==> config.mk <==
export PLATFORM = sky130hd
export DESIGN_NAME = debug_packet_receiver_top
export DESIGN_NICKNAME = d
export VERILOG_FILES = /design/src/rtl/core/dpr_pkg.sv /design/src/rtl/core/debug_packet_receiver_top.sv /design/src/rtl/core/dpr_parse.sv
export SDC_FILE = /design/constraint.sdc
export NUM_CORES = 1
export LEC_CHECK = 0
export BUFFER_PORTS_ARGS = -buffer_cell sky130_fd_sc_hd__buf_4
export CAP_MARGIN = 20
export CORE_MARGIN = 2
export CORE_UTILIZATION = 57
export DETAILED_ROUTE_END_ITERATION = 6
export HOLD_SLACK_MARGIN = 0.15
export PLACE_DENSITY = 0.8
export SLEW_MARGIN = 15
export SYNTH_ARGS = -nofsm -noshare
export SYNTH_HDL_FRONTEND = slang
export SYNTH_SLANG_ARGS = --single-unit
==> constraint.sdc <==
create_clock -name clk -period 3.5 [get_ports clk]
set_input_delay 0.35 -clock clk [delete_from_list [all_inputs] [get_ports clk]]
set_output_delay 0.35 -clock clk [all_outputs]
set_load 0.01 [all_outputs]
==> src/rtl/core/dpr_pkg.sv <==
// ----------------------------------------------------------------------------
// dpr_pkg
// Types, codes and helpers shared by the debug packet receiver.
// ----------------------------------------------------------------------------
`default_nettype none

package dpr_pkg;

  localparam int unsigned MAX_LEN = 512;

  localparam int unsigned LEN_W   = 10;
  localparam int unsigned RETRY_W = 4;
  localparam int unsigned DATA_W  = 8;
  localparam int unsigned OUT_W   = 40;
  localparam int unsigned CFG_W   = 10;

  localparam logic [DATA_W-1:0] CH_START = 8'h24;  // '$'
  localparam logic [DATA_W-1:0] CH_END   = 8'h23;  // '#'
  localparam logic [DATA_W-1:0] CH_ACK   = 8'h2B;  // '+'
  localparam logic [DATA_W-1:0] CH_NAK   = 8'h2D;  // '-'

  localparam logic [1:0] KIND_PAYLOAD = 2'd0;
  localparam logic [1:0] KIND_GOOD    = 2'd1;
  localparam logic [1:0] KIND_RETRY   = 2'd2;
  localparam logic [1:0] KIND_FAILED  = 2'd3;

  localparam logic [0:0] REG_MAX_LEN     = 1'b0;
  localparam logic [0:0] REG_MAX_RETRIES = 1'b1;

  typedef struct packed {
    logic [LEN_W-1:0]   max_len;
    logic [RETRY_W-1:0] max_retries;
  } cfg_t;

  typedef struct packed {
    logic              valid;
    logic [1:0]        kind;
    logic [DATA_W-1:0] payload_byte;
    logic [LEN_W-1:0]  packet_length;
    logic              reply_valid;
    logic [DATA_W-1:0] reply_byte;
    logic [DATA_W-1:0] computed_sum;
  } result_t;

  function automatic logic [3:0] hex_value(input logic [DATA_W-1:0] c);
    logic [DATA_W-1:0] d;
    begin
      d = 8'd0;
      if (c inside {[8'h30:8'h39]}) begin
        d = c - 8'h30;
      end else if (c inside {[8'h41:8'h46]}) begin
        d = c - 8'h37;
      end else if (c inside {[8'h61:8'h66]}) begin
        d = c - 8'h57;
      end
      hex_value = d[3:0];
    end
  endfunction

endpackage

`default_nettype wire

==> src/rtl/core/debug_packet_receiver_top.sv <==
// ----------------------------------------------------------------------------
// debug_packet_receiver_top
// Debugger serial packet receiver: framing, checksum check, ack/nak replies.
// ----------------------------------------------------------------------------
// One received byte per request, one byte per cycle sustained. A byte passes
// an input register and the framing engine into an output register; bytes
// that make no result (framing and checksum digits) still pass through the
// engine. Throughput is set only by out_tready backpressure.
`default_nettype none

module debug_packet_receiver_top
  import dpr_pkg::*;
(
  input  wire logic              clk,
  input  wire logic              rst_n,
  input  wire logic              in_tvalid,
  output logic                   in_tready,
  input  wire logic [7:0]        in_tdata,   // [7:0] rx_byte
  output logic                   out_tvalid,
  input  wire logic              out_tready,
  output logic [OUT_W-1:0]       out_tdata,  // [7:0] payload_byte, [17:8] packet_length,
                                             // [18] reply_valid, [26:19] reply_byte,
                                             // [34:27] computed_sum, [39:35] zero
  output logic [1:0]             out_tuser,  // [1:0] kind
  input  wire logic              cfg_wr_en,
  input  wire logic [0:0]        cfg_addr,
  input  wire logic [CFG_W-1:0]  cfg_wr_data
);

  cfg_t              cfg_r;
  logic              in_valid_r;
  logic [DATA_W-1:0] in_byte_r;
  logic              step;
  result_t           res;
  result_t           out_r;
  logic              out_valid_r;

  always_ff @(posedge clk) begin
    if (!rst_n) begin
      cfg_r.max_len     <= 10'd512;
      cfg_r.max_retries <= 4'd3;
    end else if (cfg_wr_en) begin
      case (cfg_addr)
        REG_MAX_LEN:     cfg_r.max_len     <= cfg_wr_data;
        REG_MAX_RETRIES: cfg_r.max_retries <= cfg_wr_data[RETRY_W-1:0];
        default: ;
      endcase
    end
  end

  assign step      = in_valid_r && (!out_valid_r || out_tready);
  assign in_tready = !in_valid_r || step;

  always_ff @(posedge clk) begin
    if (!rst_n) begin
      in_valid_r <= 1'b0;
    end else if (in_tready) begin
      in_valid_r <= in_tvalid;
    end
  end

  always_ff @(posedge clk) begin
    if (in_tready && in_tvalid) begin
      in_byte_r <= in_tdata;
    end
  end

  dpr_parse u_parse (
    .clk     (clk),
    .rst_n   (rst_n),
    .step    (step),
    .rx_byte (in_byte_r),
    .cfg     (cfg_r),
    .res     (res)
  );

  always_ff @(posedge clk) begin
    if (!rst_n) begin
      out_valid_r <= 1'b0;
    end else if (step) begin
      out_valid_r <= res.valid;
    end else if (out_tready) begin
      out_valid_r <= 1'b0;
    end
  end

  always_ff @(posedge clk) begin
    if (step) begin
      out_r <= res;
    end
  end

  assign out_tvalid = out_valid_r;
  assign out_tuser  = out_r.kind;
  assign out_tdata  = {5'd0, out_r.computed_sum, out_r.reply_byte, out_r.reply_valid,
                       out_r.packet_length, out_r.payload_byte};

  a_payload_clean: assert property (@(posedge clk) disable iff (!rst_n)
    out_tvalid && out_tuser == KIND_PAYLOAD |-> !out_r.reply_valid && out_r.packet_length == '0)
    else $error("payload result carries verdict fields");

  a_reply_kind: assert property (@(posedge clk) disable iff (!rst_n)
    out_tvalid && out_r.reply_valid |-> out_tuser == KIND_GOOD || out_tuser == KIND_RETRY)
    else $error("reply on wrong kind");

  a_no_step_when_empty: assert property (@(posedge clk) disable iff (!rst_n)
    !in_valid_r |-> !step)
    else $error("engine advanced with no byte");

endmodule

`default_nettype wire

==> src/rtl/core/dpr_parse.sv <==
// ----------------------------------------------------------------------------
// dpr_parse
// Per-byte framing engine: holds packet state and forms at most one result per byte.
// ----------------------------------------------------------------------------
`default_nettype none

module dpr_parse
  import dpr_pkg::*;
(
  input  wire logic              clk,
  input  wire logic              rst_n,
  input  wire logic              step,
  input  wire logic [DATA_W-1:0] rx_byte,
  input  wire cfg_t              cfg,
  output result_t                res
);

  localparam logic [1:0] PH_HUNT = 2'd0;
  localparam logic [1:0] PH_BODY = 2'd1;
  localparam logic [1:0] PH_HI   = 2'd2;
  localparam logic [1:0] PH_LO   = 2'd3;

  localparam logic [16:0] MAX_LEN_W = 17'(MAX_LEN);

  logic [1:0]         phase_r, phase_nxt;
  logic [LEN_W-1:0]   count_r, count_nxt;
  logic [DATA_W-1:0]  sum_r, sum_nxt;
  logic [3:0]         hi_r, hi_nxt;
  logic [RETRY_W-1:0] retry_r, retry_nxt;
  logic [LEN_W-1:0]   limit;
  logic [DATA_W-1:0]  got;

  assign limit = ({7'd0, cfg.max_len} > MAX_LEN_W) ? MAX_LEN_W[LEN_W-1:0] : cfg.max_len;
  assign got   = {hi_r, hex_value(rx_byte)};

  always_comb begin
    phase_nxt = phase_r;
    count_nxt = count_r;
    sum_nxt   = sum_r;
    hi_nxt    = hi_r;
    retry_nxt = retry_r;
    res       = '0;
    case (phase_r)
      PH_HUNT: begin
        if (rx_byte == CH_START) begin
          phase_nxt = PH_BODY;
          count_nxt = '0;
          sum_nxt   = '0;
        end
      end
      PH_BODY: begin
        if (count_r >= limit) begin
          hi_nxt    = hex_value(rx_byte);
          phase_nxt = PH_LO;
        end else if (rx_byte == CH_END) begin
          phase_nxt = PH_HI;
        end else begin
          count_nxt        = count_r + 1'b1;
          sum_nxt          = sum_r + rx_byte;
          res.valid        = 1'b1;
          res.kind         = KIND_PAYLOAD;
          res.payload_byte = rx_byte;
        end
      end
      PH_HI: begin
        hi_nxt    = hex_value(rx_byte);
        phase_nxt = PH_LO;
      end
      default: begin
        phase_nxt         = PH_HUNT;
        res.valid         = 1'b1;
        res.packet_length = count_r;
        res.computed_sum  = sum_r;
        if (got == sum_r) begin
          retry_nxt       = '0;
          res.kind        = KIND_GOOD;
          res.reply_valid = 1'b1;
          res.reply_byte  = CH_ACK;
        end else if (retry_r < cfg.max_retries) begin
          retry_nxt       = retry_r + 1'b1;
          res.kind        = KIND_RETRY;
          res.reply_valid = 1'b1;
          res.reply_byte  = CH_NAK;
        end else begin
          retry_nxt = '0;
          res.kind  = KIND_FAILED;
        end
      end
    endcase
  end

  always_ff @(posedge clk) begin
    if (!rst_n) begin
      phase_r <= PH_HUNT;
      count_r <= '0;
      sum_r   <= '0;
      hi_r    <= '0;
      retry_r <= '0;
    end else if (step) begin
      phase_r <= phase_nxt;
      count_r <= count_nxt;
      sum_r   <= sum_nxt;
      hi_r    <= hi_nxt;
      retry_r <= retry_nxt;
    end
  end

  a_verdict_rehunt: assert property (@(posedge clk) disable iff (!rst_n)
    step && phase_r == PH_LO |=> phase_r == PH_HUNT)
    else $error("verdict did not return to hunt");

  a_body_count: assert property (@(posedge clk) disable iff (!rst_n)
    step && res.valid && res.kind == KIND_PAYLOAD |=> count_r == $past(count_r) + 1'b1)
    else $error("payload byte not counted");

endmodule

`default_nettype wire

# == Word-level counts from Yosys, hierarchy flattened ==
# Index checks and enable logic that the tools add are counted.
# totals
register_bits,89
inputBits,24
# classes
add_sub_neg,6
n_reduce_logical,23
n_mux,29
n_bitwise,3
order_cmp,9
eq_ne,10
# op_table
op,n
two-way mux 10 bit,4
two-way mux 4 bit,6
two-way mux 8 bit,3
two-way mux 11 bit,2
case mux 10 bit (2 select lines),1
two-way mux 9 bit,2
"== test 8 x 6 -> 1 bit, second input constant",2
"greater-or-equal comparator 8 x 7 -> 1 bit, second input constant",2
"less-or-equal comparator 8 x 7 -> 1 bit, second input constant",2
case mux 8 bit (2 select lines),1
"adder 10 x 1 -> 10 bit, second input constant",1
greater-or-equal comparator 10 bit,1
"> comparator 10 bit, second input constant",1
adder 8 bit,1
== test 8 bit,1
"greater-or-equal comparator 8 x 6 -> 1 bit, second input constant",1
"less-or-equal comparator 8 x 6 -> 1 bit, second input constant",1
two-way mux 2 bit,4
case mux 4 bit (2 select lines),1
"subtractor 4 x 3 -> 4 bit, second input constant",2
case mux 2 bit (3 select lines),1
case mux 3 bit (2 select lines),1
AND reduction 2 bit,3
AND reduction 3 bit,2
other kinds (19),34

# == Longest topological paths before layout ==
# logic_depth
word_depth,9
mapped_depth,12
mapped_depth_nobuf,11

# == Modules after synthesis ==
# Synthesis repeated with hierarchy kept, for this count alone.
# unflattened
hier_cells,444
area_unflattened_um2,4623.2
# by_module_without_submodules
module,seq_area_each_um2,n_inst,cells_per_inst,area_each_um2
dpr_parse,560.5,1,322,2541.2
debug_packet_receiver_top,1671.6,1,122,2082.0

# == Worst setup path after synthesis ==
# Ideal clock, no wire load.
# synth_timing
path_type,flip-flop to flip-flop
startpoint,register cfg_r[10] (netlist name)
endpoint,register u_parse.count_r[0]
path_buffers,1
stages_incl_launch_ff,13
setup_ns,0.121
t_arrival_ns,2.943
required_ns,3.379
path_slack_ns,0.436
cell_sequence,dfxtp_1 -> nor4_1 -> nand2_1 -> o41ai_1 -> nand2_1 -> ha_1 -> a2111oi_4 -> o211ai_1 -> a21bo_2 -> a21o_1 -> buf_2 -> and2_1 -> mux2_2
# synth_between
elab_chain_len,5
# synth_lines
item,line,text
start: declaration,debug_packet_receiver_top.sv:30,cfg_t cfg_r;
> comparator 10 bit,dpr_parse.sv:33,"assign limit = ({7'd0, cfg.max_len} > MAX_LEN_W) ? MAX_LEN_W[LEN_W-1:0] : cfg.max_len;"
two-way mux 10 bit *,dpr_parse.sv:33,
greater-or-equal comparator 10 bit *,dpr_parse.sv:52,if (count_r >= limit) begin
inequality test 2 bit (no line) *,n/a,
AND reduction 5 bit (no line) *,n/a,
end signal: assignment,dpr_parse.sv:101,count_r <= count_nxt;
end: declaration,dpr_parse.sv:26,"logic [LEN_W-1:0] count_r, count_nxt;"
# Every way passes the cells marked *; elsewhere a longest branch is shown, timed or not.
# A chain may end at the register's enable or synchronous reset.

# == Worst setup path in the final report ==
# layout_timing
startpoint,register cfg_r[10] (netlist name)
endpoint,register u_parse.sum_r[4]
# layout_between
elab_chain_len,5
# layout_lines
item,line,text
> comparator 10 bit,dpr_parse.sv:33,
two-way mux 10 bit *,dpr_parse.sv:33,
greater-or-equal comparator 10 bit *,dpr_parse.sv:52,
inequality test 2 bit (no line) *,n/a,
AND reduction 5 bit (no line) *,n/a,
end signal: assignment,dpr_parse.sv:102,sum_r <= sum_nxt;
end: declaration,dpr_parse.sv:27,"logic [DATA_W-1:0] sum_r, sum_nxt;"
# Marked as above.

==> impl_metrics.py <==
metrics = {
    "run_status": {
        "status": "complete, no violations",
    },
    "critical_path": {
        "crit_type": "reg2reg",
        "cp-startpoint": "cfg_r[10]",
        "r2r_cells": 13,
        "reg2reg_from": "cfg_r[10]",
        "required_ns": 3.79,
        "r2r_setup_slack_ns": 0.12,
        "reg2reg_to": "u_parse.sum_r[4]",
        "critPathArrivalTime_ns": 3.67,
        "critPathMaxFanout": 10,
        "startpoint_type": "register",
        "endpoint_kind": "register",
    },
    "clock_tree": {
        "clock_path_buffers": 2,
        "postCtsHoldBufs": 0,
        "cts_tree": "yes",
        "cts_made_buffers": 9,
        "htree_levels": 3,
        "path_clk_slew_ns": 0.09,
        "numClockSinks": 83,
        "cts_root_buffer": "clkbuf_8",
        "clock_latency_ns": 0.36,
    },
    "synthesis": {
        "ys.flop_type": "dfxtp_1",
        "yosysWarnings": 0,
        "yosysTopAreaCell": "edfxtp_1",
        "yosysTopAreaCellShare_pct": 27.2,
        "yosysMostFrequentCell": "nand2_1",
        "synth_area_leaders": "edfxtp_1 27%, dfxtp_1 20%, ha_1 9.3%",
        "yosys-top-cells-count": "51 x nand2_1, 44 x dfxtp_1, 40 x a21oi_1, 39 x edfxtp_1, 32 x ha_1",
        "ys_seq_area_share_pct": 47.7,
        "netlist_instances": 431,
        "ys_seq_elements": 83,
        "synth_edf_count": 39,
        "synth_async_sr_flop_share_pct": 0,
        "yosysUniqueCellTypes": 53,
        "synthesis.area_sq_um": 4300,
        "synth_area_per_cell_sq_um": 9.98,
    },
    "final_layout": {
        "n_antenna_cell": 0,
        "syn2layout_area_growth_pct": 17.0,
        "multi_input_area_sq_um": 2120,
        "final_util_pct": 69.0,
        "regArea_sq_um": 2050,
        "n_fill_cell": 561,
        "nNetsFinal": 549,
        "stdcell_count": 596,
        "drive_above_1_share_pct": 18.5,
    },
    "power": {
        "total_power_uw": 1890,
        "p_per_area_nw_per_um2": 375,
        "pwr-share-clk_pct": 35.5,
        "ir_drop_uv": 322,
        "p_sw_uw": 450,
        "power.share.switching_pct": 23.8,
        "p_int_uw": 1440,
        "p_seq_share_pct": 56.3,
        "combPwrFrac_pct": 8.2,
        "leakagePower_uw": 0.00209,
    },
    "sta": {
        "skew_ns": 0.0165,
        "slew_violations": 0,
        "worst_pin_slew_ns": 0.639,
        "setup_viol": 0,
        "final.setup.worst_slack_ns": 0.121,
        "hold_slack_ns": 0.175,
        "hold_violations": 0,
        "final.period_utilization_pct": 96.6,
        "slew_headroom_pct": 57.3,
        "finalCriticalPeriod_ns": 3.38,
        "fmax_mhz": 296,
    },
    "placement": {
        "globalplace.congestion": 0.873,
        "place_ws_ns": 0.0421,
        "placed_cells": 576,
        "portBuffers": 59,
        "hpwl_mm": 6.61,
    },
    "floorplan": {
        "coreArea_sq_um": 7290,
        "io_pins": 68,
        "die_x_um": 90.9,
        "chipHeight_um": 90.9,
        "die-area_sq_um": 8260,
        "start_util_pct": 59.0,
        "std_cell_rows": 31,
    },
    "routing": {
        "viasPerCell": 5.80,
        "num_vias": 3459,
        "drcViolationCount": 0,
        "ant_nets": 0,
        "drt_iter0_markers": 347,
        "wire_per_inst_um": 15.6,
        "dr.pass1.iters": 5,
        "wl_mm": 9.32,
    },
    "hold_path": {
        "worstHoldStart": "in_tdata[5]",
        "min_path_type": "in2reg",
        "whs_path_depth": 1,
        "hold_end": "in_byte_r[5]",
    },
    "global_routing": {
        "grt_usage_pct": 23.2,
        "grt_first_pass_wirelength_mm": 15.3,
        "gr-total-overflow": 0,
        "antenna_found_initial": 0,
        "grt_max_degree": 34,
        "grt_pass1_vias": 3160,
    },
    "flow_run": {
        "cap_violations": 0,
    },
}
==> through the flow <==
step                cell area [sq um]  setup TNS (ns)
floorplan                        4330               0
global placement                 4790               0
detailed placement               4790               0
CTS                              4970               0
global route                     5030       -0.000648
finish                           5030               0
==> metal layers <==
layer / vias up / global-route usage (%) / share of wire, %
met3: 19 / 3.34 / 6.5
met5: - / 0 / 0
met1: 1614 / 30.5 / 44
met2: 159 / 38.4 / 48
met4: 0 / 9.85 / 2.1
li1: 1667 / - / -
==> cell families (layout without fill, tap and decap cells) <==
| group | after synthesis | after routing | synth area share, % |
|---|---|---|---|
| AO/OA/AOI/OAI | 96 | 97 | 15.0 |
| XOR/XNOR | 13 | 13 | 2.65 |
| adder cells (fa/ha/maj) | 33 | 33 | 9.77 |
| buffers and inverters | 41 | 99 | 4.60 |
| flip-flops | 83 | 83 | 47.7 |
| multiplexers | 4 | 4 | 0.989 |
| other | 1 | 8 | 0.0872 |
| AND/OR/NAND/NOR | 160 | 160 | 19.3 |
==> layout by cell type, fill, tap and decap left out, types with 9 or more instances in the layout <==
master / instances
and3_1: 9
edfxtp_1: 39
and2_1: 21
a21oi_1: 38
o31ai_1: 9
buf_4: 65
ha_1: 32
dfxtp_1: 43
nand3_1: 24
nor2_1: 15
nand2_1: 51
inv_1: 15
clkbuf_8: 9
==> worst max-delay path, cell delays in order (launching register included) <==
cell and delay (ns):
dfxtp_1 0.34, nor4_2 0.27, nand2_1 0.09, o41ai_2 0.32, buf_4 0.16, nand2_1 0.05
ha_1 0.23, a2111oi_4 0.39, o211ai_1 0.22, a21bo_2 0.29, a21o_4 0.23, buf_4 0.17
or3_1 0.38, a21oi_2 0.15
==> sequential cells by signal (all words and copies together), names as in the netlist <==
| register | flops |
|---|---|
| in_valid_r | 1 |
| cfg_r | 14 |
| u_parse.sum_r | 8 |
| out_tuser | 2 |
| out_tdata | 29 |
| u_parse.hi_r | 4 |
| out_tvalid | 1 |
| u_parse.phase_r | 2 |
| in_byte_r | 8 |
| u_parse.count_r | 10 |
| u_parse.retry_r | 4 |
==> what timing repair did <==
action,in CTS,in global routing
endpoints found under the setup margin,0,17
buffers inserted,0,3
gates resized for setup,0,7
==> power by group through the flow <==
stage / clock, uW / sequential, uW / combinational (uW)
floorplan: 0 / 1080 / 86.5
global placement: 0 / 1080 / 142
detailed placement: 0 / 1080 / 146
CTS: 675 / 1060 / 147
global route: 720 / 1060 / 171
finish: 670 / 1060 / 155
==> cell type report <==
cell class / instances / area share [%]
Clock buffer: 11 / 2.61
Clock inverter: 5 / 1.09
Timing Repair Buffer: 65 / 9.69
Tap cell: 99 / 2.46
Multi-Input combinational cell: 315 / 42.0
Sequential cell: 83 / 40.8
Inverter: 18 / 1.34
==> how the worst max path moves through the flow <==
stage | endpoint
finish | u_parse.sum_r[4]
global route | u_parse.sum_r[2]
CTS | u_parse.sum_r[2]
detailed placement | u_parse.count_r[7]
global placement | u_parse.sum_r[4]
floorplan | u_parse.count_r[0]
(Power assumes the default switching activity.)
